==> config.mk <==
export PLATFORM = sky130hd
export DESIGN_NAME = sha256_stream_hash
export DESIGN_NICKNAME = d
export VERILOG_FILES = /design/src/sha_pkg.sv /design/src/sha_queue.sv /design/src/sha_core.sv /design/src/sha256_stream_hash.sv
export SDC_FILE = /design/constraint.sdc
export NUM_CORES = 2
export LEC_CHECK = 0
export BUFFER_PORTS_ARGS = -buffer_cell sky130_fd_sc_hd__buf_2
export CAP_MARGIN = 20
export CORE_ASPECT_RATIO = 0.7
export CORE_MARGIN = 2
export CORE_UTILIZATION = 38
export DETAILED_ROUTE_END_ITERATION = 10
export SYNTH_ARGS = -nofsm -noshare
export SYNTH_HDL_FRONTEND = slang
export SYNTH_HIERARCHICAL = 1
export SYNTH_SLANG_ARGS = --single-unit
==> constraint.sdc <==
create_clock -name clk_i -period 10.8 [get_ports clk_i]
set_input_delay 2.16 -clock clk_i [delete_from_list [all_inputs] [get_ports clk_i]]
set_output_delay 2.16 -clock clk_i [all_outputs]
set_load 0.02 [all_outputs]
==> src/sha_pkg.sv <==
// Package: SHA-256 types, constants and round functions.
`default_nettype none
package sha_pkg;
  localparam int unsigned QueueDepth = 2;

  typedef enum logic [0:0] {
    ACT_ABSORB = 1'b0,
    ACT_FINISH = 1'b1
  } action_e;

  typedef struct packed {
    action_e    action;
    logic [7:0] data_byte;
  } item_t;

  typedef enum logic [2:0] {
    ST_IDLE,
    ST_ROUND,
    ST_ADD,
    ST_PAD2,
    ST_EMIT
  } back_state_e;

  localparam logic [31:0] H_INIT [8] = '{
    32'h6a09e667, 32'hbb67ae85, 32'h3c6ef372, 32'ha54ff53a,
    32'h510e527f, 32'h9b05688c, 32'h1f83d9ab, 32'h5be0cd19
  };

  localparam logic [31:0] ROUND_K [64] = '{
    32'h428a2f98, 32'h71374491, 32'hb5c0fbcf, 32'he9b5dba5, 32'h3956c25b, 32'h59f111f1,
    32'h923f82a4, 32'hab1c5ed5, 32'hd807aa98, 32'h12835b01, 32'h243185be, 32'h550c7dc3,
    32'h72be5d74, 32'h80deb1fe, 32'h9bdc06a7, 32'hc19bf174, 32'he49b69c1, 32'hefbe4786,
    32'h0fc19dc6, 32'h240ca1cc, 32'h2de92c6f, 32'h4a7484aa, 32'h5cb0a9dc, 32'h76f988da,
    32'h983e5152, 32'ha831c66d, 32'hb00327c8, 32'hbf597fc7, 32'hc6e00bf3, 32'hd5a79147,
    32'h06ca6351, 32'h14292967, 32'h27b70a85, 32'h2e1b2138, 32'h4d2c6dfc, 32'h53380d13,
    32'h650a7354, 32'h766a0abb, 32'h81c2c92e, 32'h92722c85, 32'ha2bfe8a1, 32'ha81a664b,
    32'hc24b8b70, 32'hc76c51a3, 32'hd192e819, 32'hd6990624, 32'hf40e3585, 32'h106aa070,
    32'h19a4c116, 32'h1e376c08, 32'h2748774c, 32'h34b0bcb5, 32'h391c0cb3, 32'h4ed8aa4a,
    32'h5b9cca4f, 32'h682e6ff3, 32'h748f82ee, 32'h78a5636f, 32'h84c87814, 32'h8cc70208,
    32'h90befffa, 32'ha4506ceb, 32'hbef9a3f7, 32'hc67178f2
  };

  localparam logic [7:0] PAD_BYTE = 8'h80;

  function automatic logic [31:0] rotr(input logic [31:0] x, input int unsigned n);
    rotr = (x >> n) | (x << (32 - n));
  endfunction
endpackage
`default_nettype wire

==> src/sha_queue.sv <==
// Module: small item queue between the front and back parts.
`default_nettype none
module sha_queue #(
  parameter int unsigned Depth = sha_pkg::QueueDepth
) (
  input  wire logic           clk_i,
  input  wire logic           rst_ni,
  input  wire logic           wr_valid_i,
  output logic                wr_stall_o,
  input  wire sha_pkg::item_t wr_item_i,
  output logic                rd_valid_o,
  input  wire logic           rd_take_i,
  output sha_pkg::item_t      rd_item_o
);
  localparam int unsigned AW = (Depth > 1) ? $clog2(Depth) : 1;
  sha_pkg::item_t mem_q [Depth];
  logic [AW-1:0] wp_q, rp_q;
  logic [AW:0]   cnt_q;
  logic          wr, rd;

  assign wr_stall_o = (cnt_q == (AW+1)'(Depth));
  assign rd_valid_o = (cnt_q != '0);
  assign rd_item_o  = mem_q[rp_q];
  assign wr = wr_valid_i && !wr_stall_o;
  assign rd = rd_take_i && rd_valid_o;

  always_ff @(posedge clk_i) begin
    if (wr) mem_q[wp_q] <= wr_item_i;
  end

  always_ff @(posedge clk_i or negedge rst_ni) begin
    if (!rst_ni) begin
      wp_q <= '0; rp_q <= '0; cnt_q <= '0;
    end else begin
      if (wr) wp_q <= (wp_q == AW'(Depth-1)) ? '0 : wp_q + 1'b1;
      if (rd) rp_q <= (rp_q == AW'(Depth-1)) ? '0 : rp_q + 1'b1;
      cnt_q <= cnt_q + (AW+1)'(wr) - (AW+1)'(rd);
    end
  end
endmodule
`default_nettype wire

==> src/sha_core.sv <==
// Module: back part; block buffer, padding, 64-round compression, digest output.
`default_nettype none
module sha_core (
  input  wire logic           clk_i,
  input  wire logic           rst_ni,
  input  wire logic           item_valid_i,
  output logic                item_take_o,
  input  wire sha_pkg::item_t item_i,
  output logic                out_valid_o,
  input  wire logic           out_stall_i,
  output logic [31:0]         digest_word_o,
  output logic [2:0]          word_index_o,
  output logic                last_word_o
);
  sha_pkg::back_state_e state_q, state_d;
  logic [31:0] h_q [8];
  logic [31:0] v_q [8];
  logic [31:0] w_q [16];
  logic [60:0] cnt_q;
  logic [5:0]  rnd_q;
  logic        fin_q, pad2_q;
  logic [2:0]  oidx_q;
  logic        ov_q;
  logic [31:0] t1, t2, wnew, s0, s1;
  logic [63:0] bitlen;
  logic        take, start, lastrnd;
  logic [5:0]  pos;
  logic [3:0]  wi;

  assign pos = cnt_q[5:0];
  assign wi  = pos[5:2];
  assign bitlen = {cnt_q, 3'b000};
  assign take = item_valid_i && (state_q == sha_pkg::ST_IDLE);
  assign item_take_o = take;
  assign lastrnd = (rnd_q == 6'd63);

  // message schedule on a 16-word shift line
  assign s0 = sha_pkg::rotr(w_q[1], 7) ^ sha_pkg::rotr(w_q[1], 18) ^ (w_q[1] >> 3);
  assign s1 = sha_pkg::rotr(w_q[14], 17) ^ sha_pkg::rotr(w_q[14], 19) ^ (w_q[14] >> 10);
  assign wnew = s1 + w_q[9] + s0 + w_q[0];
  assign t1 = v_q[7] + (sha_pkg::rotr(v_q[4], 6) ^ sha_pkg::rotr(v_q[4], 11)
            ^ sha_pkg::rotr(v_q[4], 25)) + ((v_q[4] & v_q[5]) ^ (~v_q[4] & v_q[6]))
            + sha_pkg::ROUND_K[rnd_q] + w_q[0];
  assign t2 = (sha_pkg::rotr(v_q[0], 2) ^ sha_pkg::rotr(v_q[0], 13)
            ^ sha_pkg::rotr(v_q[0], 22)) + ((v_q[0] & v_q[1]) ^ (v_q[0] & v_q[2])
            ^ (v_q[1] & v_q[2]));

  assign start = take && ((item_i.action == sha_pkg::ACT_FINISH) || (pos == 6'd63));

  always_comb begin
    state_d = state_q;
    case (state_q)
      sha_pkg::ST_IDLE:  if (start) state_d = sha_pkg::ST_ROUND;
      sha_pkg::ST_ROUND: if (lastrnd) state_d = sha_pkg::ST_ADD;
      sha_pkg::ST_ADD: begin
        if (pad2_q) state_d = sha_pkg::ST_PAD2;
        else if (fin_q) state_d = sha_pkg::ST_EMIT;
        else state_d = sha_pkg::ST_IDLE;
      end
      sha_pkg::ST_PAD2:  state_d = sha_pkg::ST_ROUND;
      sha_pkg::ST_EMIT:
        if (ov_q && !out_stall_i && oidx_q == 3'd7) state_d = sha_pkg::ST_IDLE;
      default: state_d = sha_pkg::ST_IDLE;
    endcase
  end

  always_ff @(posedge clk_i or negedge rst_ni) begin
    if (!rst_ni) begin
      state_q <= sha_pkg::ST_IDLE;
      cnt_q <= '0; rnd_q <= '0; fin_q <= 1'b0; pad2_q <= 1'b0;
      oidx_q <= '0; ov_q <= 1'b0;
      for (int i = 0; i < 8; i++) h_q[i] <= sha_pkg::H_INIT[i];
    end else begin
      state_q <= state_d;
      case (state_q)
        sha_pkg::ST_IDLE: if (take) begin
          rnd_q <= '0;
          for (int i = 0; i < 8; i++) v_q[i] <= h_q[i];
          if (item_i.action == sha_pkg::ACT_ABSORB) begin
            cnt_q <= cnt_q + 61'd1;
            fin_q <= 1'b0; pad2_q <= 1'b0;
          end else begin
            fin_q <= 1'b1;
            pad2_q <= (pos >= 6'd56);
          end
        end
        sha_pkg::ST_ROUND: begin
          rnd_q <= rnd_q + 6'd1;
          v_q[7] <= v_q[6]; v_q[6] <= v_q[5]; v_q[5] <= v_q[4];
          v_q[4] <= v_q[3] + t1;
          v_q[3] <= v_q[2]; v_q[2] <= v_q[1]; v_q[1] <= v_q[0];
          v_q[0] <= t1 + t2;
        end
        sha_pkg::ST_ADD: begin
          for (int i = 0; i < 8; i++) h_q[i] <= h_q[i] + v_q[i];
          if (fin_q && !pad2_q) begin
            ov_q <= 1'b1; oidx_q <= '0;
          end
        end
        sha_pkg::ST_PAD2: begin
          pad2_q <= 1'b0; rnd_q <= '0;
          for (int i = 0; i < 8; i++) v_q[i] <= h_q[i];
        end
        sha_pkg::ST_EMIT: if (ov_q && !out_stall_i) begin
          oidx_q <= oidx_q + 3'd1;
          if (oidx_q == 3'd7) begin
            ov_q <= 1'b0; cnt_q <= '0; fin_q <= 1'b0;
            for (int i = 0; i < 8; i++) h_q[i] <= sha_pkg::H_INIT[i];
          end
        end
        default: ;
      endcase
    end
  end

  // block buffer: byte writes, padding, then shift during rounds
  always_ff @(posedge clk_i) begin
    if (state_q == sha_pkg::ST_IDLE && take) begin
      if (item_i.action == sha_pkg::ACT_ABSORB) begin
        case (pos[1:0])
          2'd0:    w_q[wi] <= {item_i.data_byte, 24'h0};
          2'd1:    w_q[wi][23:16] <= item_i.data_byte;
          2'd2:    w_q[wi][15:8] <= item_i.data_byte;
          default: w_q[wi][7:0] <= item_i.data_byte;
        endcase
      end else begin
        // clear the tail, leaving the length words to their own write
        for (int i = 0; i < 16; i++) begin
          if (4'(i) > wi && (pos >= 6'd56 || i < 14)) w_q[i] <= '0;
        end
        case (pos[1:0])
          2'd0:    w_q[wi] <= {sha_pkg::PAD_BYTE, 24'h0};
          2'd1:    w_q[wi][23:0] <= {sha_pkg::PAD_BYTE, 16'h0};
          2'd2:    w_q[wi][15:0] <= {sha_pkg::PAD_BYTE, 8'h0};
          default: w_q[wi][7:0] <= sha_pkg::PAD_BYTE;
        endcase
        if (pos < 6'd56) begin
          w_q[14] <= bitlen[63:32];
          w_q[15] <= bitlen[31:0];
        end
      end
    end else if (state_q == sha_pkg::ST_ROUND) begin
      for (int i = 0; i < 15; i++) w_q[i] <= w_q[i+1];
      w_q[15] <= wnew;
    end else if (state_q == sha_pkg::ST_PAD2) begin
      for (int i = 0; i < 14; i++) w_q[i] <= '0;
      w_q[14] <= bitlen[63:32];
      w_q[15] <= bitlen[31:0];
    end
  end

  assign out_valid_o   = ov_q;
  assign digest_word_o = h_q[oidx_q];
  assign word_index_o  = oidx_q;
  assign last_word_o   = (oidx_q == 3'd7);
endmodule
`default_nettype wire

==> src/sha256_stream_hash.sv <==
// Top level: SHA-256 byte-stream hasher with item queue and compression core.
// Each absorb item loads one byte; the 64th byte of a block starts the
// compression core, which runs its rounds and then folds the result into the
// hash words, and takes no new item until it is idle again. A finish item
// pads, runs one or two compressions (two when 56 or more bytes sit in the
// last block), then emits eight digest items, index 0 first, one per cycle
// while out_stall_i is low. Hash state then returns to the initial values.
// A two-item queue takes input items while the core is busy.
`default_nettype none
module sha256_stream_hash #(
  parameter int unsigned QueueDepth = sha_pkg::QueueDepth
) (
  input  wire logic        clk_i,
  input  wire logic        rst_ni,
  input  wire logic        in_valid_i,
  output logic             in_stall_o,
  input  wire logic        action_i,
  input  wire logic [7:0]  data_byte_i,
  output logic             out_valid_o,
  input  wire logic        out_stall_i,
  output logic [31:0]      digest_word_o,
  output logic [2:0]       word_index_o,
  output logic             last_word_o
);
  sha_pkg::item_t in_item, q_item;
  logic q_valid, q_take;

  // classify the item into its action code
  assign in_item = '{action: sha_pkg::action_e'(action_i), data_byte: data_byte_i};

  sha_queue #(.Depth(QueueDepth)) u_queue (
    .clk_i, .rst_ni,
    .wr_valid_i(in_valid_i), .wr_stall_o(in_stall_o), .wr_item_i(in_item),
    .rd_valid_o(q_valid), .rd_take_i(q_take), .rd_item_o(q_item)
  );

  sha_core u_core (
    .clk_i, .rst_ni,
    .item_valid_i(q_valid), .item_take_o(q_take), .item_i(q_item),
    .out_valid_o, .out_stall_i, .digest_word_o, .word_index_o, .last_word_o
  );

  // hold a stalled digest word
  a_hold: assert property (@(posedge clk_i) disable iff (!rst_ni)
    out_valid_o && out_stall_i |=> out_valid_o && $stable(word_index_o)
      && $stable(digest_word_o)) else $error("digest item changed under stall");
  // last flag only on index seven
  a_last: assert property (@(posedge clk_i) disable iff (!rst_ni)
    out_valid_o |-> (last_word_o == (word_index_o == 3'd7)))
    else $error("last flag misplaced");
  // advance index by one after each delivered word but the last
  a_adv: assert property (@(posedge clk_i) disable iff (!rst_ni)
    out_valid_o && !out_stall_i && !last_word_o |=> out_valid_o
      && word_index_o == $past(word_index_o) + 3'd1) else $error("index skip");
endmodule
`default_nettype wire

## Word-level counts from Yosys, hierarchy flattened

Memory sizes are Yosys's and may differ from the RTL's.
Cells that the tools add are included.

| storage, ports and cells | value |
|---|---|
| register bits after elaboration | 336 |
| RAM bits | 786 |
| bits in read-only memories | 2048 |
| input bits | 13 |
| output and inout bits | 38 |
| logic and storage cells | 423 |
| memories kept | 4 |

| cells by class | value |
|---|---|
| add/subtract/negate cells | 25 |
| order comparisons | 20 |
| equal/unequal tests | 18 |
| muxes and demuxes | 212 |
| bitwise operators | 92 |
| reductions and logical operators | 34 |

Memory list:

| name | words | bits a word | read ports | clocked after Yosys merged registers in | wr ports | RTL line | source |
|---|---|---|---|---|---|---|---|
| (name not given) | 64 | 32 | 1 | 0 | 0 | sha_core.sv:43 | `+ sha_pkg::ROUND_K[rnd_q] + w_q[0];` |
| u_core.w_q | 16 | 32 | 16 | 0 | 16 | sha_core.sv:18 | `logic [31:0] w_q [16];` |
| u_core.v_q | 8 | 32 | 8 | 0 | 8 | sha_core.sv:17 | `logic [31:0] v_q [8];` |
| u_queue.mem_q | 2 | 9 | 1 | 0 | 1 | sha_queue.sv:16 | `sha_pkg::item_t mem_q [Depth];` |

Operator list:

| kind | number |
|---|---|
| $mux W32 | 55 |
| $add A32 B32 Y32 | 18 |
| $mux W256 | 2 |
| $pmux W256 S2 | 1 |
| $xor A32 B32 Y32 | 9 |
| $mux W61 | 4 |
| $and A32 B32 Y32 | 5 |
| $pmux W61 S2 | 1 |
| $mux W1 | 119 |
| $mux W8 | 13 |
| $bmux W32 S3 | 1 |
| $or A1 B1 Y1 | 63 |
| $add A61 B1 Y61 const B | 1 |
| $gt A4 B4 Y1 const A | 8 |
| $not A32 Y32 | 1 |
| $or A10 B32 Y32 | 1 |
| $or A13 B32 Y32 | 1 |
| $or A14 B32 Y32 | 1 |
| $or A15 B32 Y32 | 1 |
| $or A19 B32 Y32 | 1 |
| $or A21 B32 Y32 | 1 |
| $or A25 B32 Y32 | 1 |
| $or A26 B32 Y32 | 1 |
| $or A30 B32 Y32 | 1 |
| 45 further kinds | 91 |

## Depth between registers and ports, before layout

| depth | value |
|---|---|
| depth after elaboration | 12 |
| mapped depth | 43 |
| gate-level depth less buffers | 39 |

## By module

The synthesis kept the hierarchy.

By module, submodules not included:

| module | times used | cells each | area each (um2) | seq. area each (um2) |
|---|---|---|---|---|
| sha_core | 1 | 7896 | 74535.2 | 29588.4 |
| sha_queue | 1 | 46 | 852.1 | 640.6 |

## Least setup slack after synthesis

No wires, ideal clock.

| timing path | value |
|---|---|
| path type | input to register |
| from | input port rst_ni |
| to | memory u_core.v_q[0][0], enable pin |
| library setup time | 697 ps |
| arrival time | 9075 ps |
| data required time | 10103 ps |
| setup slack | 1028 ps |
| stages on the path | 1 |
| path buffers | 0 |
| cell sequence | nor2b_1 |

RTL lines:

| element | RTL line | source |
|---|---|---|
| from (decl) | sha256_stream_hash.sv:14 | `input wire logic rst_ni,` |
| to (decl) | sha_core.sv:17 |  |

==> metrics.csv <==
stage,metric,value,unit
detailed_routing,vias per cell,5.99,
logic_synthesis,"Avg Cell Area, Syn",9.49,um2
die,Die Span X,536,um
critical_path,critical path class,register to register,
logic_synthesis,Post-Syn Instances,7942,
critical_path,WP buf/inv,6,
layout,Final nets,8409,
logic_synthesis,Area contributors post-synth,"edfxtp_1, dfrtp_1, ha_1",
critical_path,Crit-path slowest cell,a2111oi_0,
critical_path,worst path required time,11.29,ns
sta,min Tclk post-route,10.30,ns
detailed_routing,DR vias,63100,
worst_hold_path,class of the worst hold path,register to register,
detailed_routing,router iterations before antenna repair,6,
die,FP Rows,136,
grt,pin count of the biggest net entering global routing,219,
die,DIE HEIGHT,377,um
placed_design,Port Buffers,50,
detailed_routing,"antenna viol nets, final",0,
critical_path,Critical Path Start Type,register,
logic_synthesis,Synth area leader,edfxtp_1,
die,Die ar.,202000,um2
clock_network,Hold Buf Count CTS,0,
sta,Max Freq,97.1,MHz
detailed_routing,routed wire length,284000,um
layout,share of layout cells above drive strength 1,9.54,%
clock_network,clk slew on worst S/H paths,0.07,ns
clock_network,Num CTS Buffers,120,
die,IO Pins,51,
sta,Final Setup Violations,0,
layout,Layout area overhead,9.39,%
clock_network,TritonCTS Sinks,1122,
logic_synthesis,Syn Std Cell Area,75400,um2
logic_synthesis,"Net Count, Synth",8549,
logic_synthesis,number of synthesized register bits,1122,
critical_path,WP data arrival,10.79,ns
logic_synthesis,number of synthesized flops with an enable pin,591,
grt,initial antenna violation count,6,
placed_design,DP HPWL,214000,um
clock_network,worst-skew pair later-pin latency,0.79,ns
critical_path,R2R setup slack,0.50,ns
logic_synthesis,Post-synth top cells,"nand2_1, a21oi_1, edfxtp_1, nor2_1, o21ai_0",
clock_network,CTS root buf,clkbuf_16,
sta,worst rel slew slack,19.5,%
critical_path,Worst path max stage delay,0.64,ns
critical_path,crit-path leading delay family,compound AO/OA/AOI/OAI gates,
placed_design,gpl congestion,0.995,
status,run status,completed,
logic_synthesis,"count leader, synth",nand2_1,
grt,GRT Resource Usage Total,27.6,%
sta,Least-Margin Pin Slew,1.20,ns
logic_synthesis,sequential area share after synthesis,40.1,%
clock_network,TritonCTS clock tree,yes,
detailed_routing,initial DRC count,8487,
die,Starting Density,38.3,%
logic_synthesis,Netlist cell types,107,
clock_network,CTS max path bufs,3,
grt,vias in the first global route,58100,
die,core area,197000,um2
logic_synthesis,top_reg_cell synth,edfxtp_1,
logic_synthesis,"FFs w/ async S/R, synth",29.9,%
detailed_routing,DR WL/cell,27.0,um
logic_synthesis,post-synth top area share,23.5,%
detailed_routing,Residual DRC,0,
sta,Slew Limit Fails,0,
logic_synthesis,Yosys warning count,6,
grt,final global-route overflow total,0,
clock_network,htree depth,3,
sta,Layout Skew,0.0715,ns
critical_path,highest net fanout along the worst path,11,
sta,RSZ-0062 raised after global routing,false,
grt,first-pass GRT wire length,412000,um
sta,Final Hold Viols,0,
sta,fin crit share,95.3,%
job,max_cap viols,0,
sta,setup_tns,0,ns
critical_path,crit end category,register,
==> cell usage in the layout, fill, tap and decap left out, drive strengths merged, types with 239 or more instances in the layout <==
| cell type | count |
|---|---|
| xor2 | 239 |
| xnor2 | 373 |
| inv | 350 |
| nor2 | 562 |
| nand2 | 1173 |
| a21o | 376 |
| edfxtp | 591 |
| a21oi | 634 |
| o21ai | 531 |
| ha | 399 |
==> logic make-up after synthesis <==
logic type               share of synthesized area, %
buffers and inverters                            4.07
adder cells (fa/ha/maj)                          11.9
multiplexers                                     3.55
flip-flops                                       40.1
AO/OA/AOI/OAI                                    20.5
XOR/XNOR                                         7.14
AND/OR/NAND/NOR                                  12.7
==> layer usage <==
metal	global-route usage [%]	vias to the layer above	part of all wire [%]
met5	0.574	-	0.052
met4	4.84	8	1.7
met3	8.96	290	13
met2	34.8	3184	37
met1	44.3	31400	48
li1	-	28100	-
==> state kept, by name (all words and copies together) (netlist names) <==
| signal | cells |
|---|---|
| u_queue/rp_q | 1 |
| u_core/w_q | 512 |
| u_queue/cnt_q | 2 |
| u_core/word_index_o | 3 |
| u_core/fin_q | 1 |
| u_core/h_q | 256 |
| u_core/out_valid_o | 1 |
| u_core/v_q | 256 |
| u_queue/wp_q | 1 |
| u_core/state_q | 3 |
| u_core/pad2_q | 1 |
| u_core/rnd_q | 6 |
| u_core/cnt_q | 61 |
| u_queue/mem_q | 18 |
==> path summary, 6_finish.rpt <==
check                                                     start                               to  cells past startpoint
worst max-delay path                u_core/rnd_q[1]$_DFFE_PN0P_      u_core/v_q[0][31]$_DFFE_PP_                     37
worst max register to register      u_core/rnd_q[1]$_DFFE_PN0P_      u_core/v_q[0][31]$_DFFE_PP_                     37
max in group asynchronous                                rst_ni      u_core/h_q[244]$_DFFE_PN0P_                      4
worst min register to register  u_core/w_q[10][10]$_SDFFE_PP0P_  u_core/w_q[10][10]$_SDFFE_PP0P_                      2
min in group asynchronous                                rst_ni      u_core/rnd_q[5]$_DFFE_PN0P_                      1
worst min-delay path            u_core/w_q[10][10]$_SDFFE_PP0P_  u_core/w_q[10][10]$_SDFFE_PP0P_                      2
==> metrics by stage <==
step                hold slack [ns]  setup slack, ns  instances  area [um2]  util (%)
finish                        0.456            0.503      10500       82500      41.9
floorplan                     0.432             1.03       7942       75400         -
global placement              0.442            0.674      10300       78400      39.8
detailed placement            0.448            0.728      10300       78400      39.8
global route                  0.475           0.0548      10500       82500      41.9
CTS                           0.458            0.681      10500       82300      41.9
==> area by class of cell <==
| class | instances | area, um2 |
|---|---|---|
| antenna | 5 | 12.5 |
| clock buffer | 169 | 3440 |
| clock inverter | 57 | 513 |
| fill | 19100 | 114000 |
| inverter | 348 | 1310 |
| multi-input combinational | 6004 | 42200 |
| sequential | 1122 | 30200 |
| tap | 2622 | 3280 |
| timing repair buffer | 206 | 1470 |
==> worst reg2reg max path, delay by kind of cell (launching register included) <==
| kind | cells | cell delay [ns] |
|---|---|---|
| and+or+nand+nor | 8 | 1.50 |
| DFF | 1 | 0.38 |
| AOI/OAI and AO/OA | 14 | 3.36 |
| buffers and inverters | 6 | 1.20 |
| xor gates and xnor gates | 2 | 0.42 |
| adders and majority gates | 7 | 3.15 |
==> timing repair <==
| action | CTS | global route |
|---|---|---|
| gates resized for setup | 0 | 2 |
| setup endpoints to repair | 0 | 1 |
| setup buffers | 0 | 0 |
Power is not shown: default switching activity piles up to over one toggle a cycle in this logic, so the estimate is an artifact.
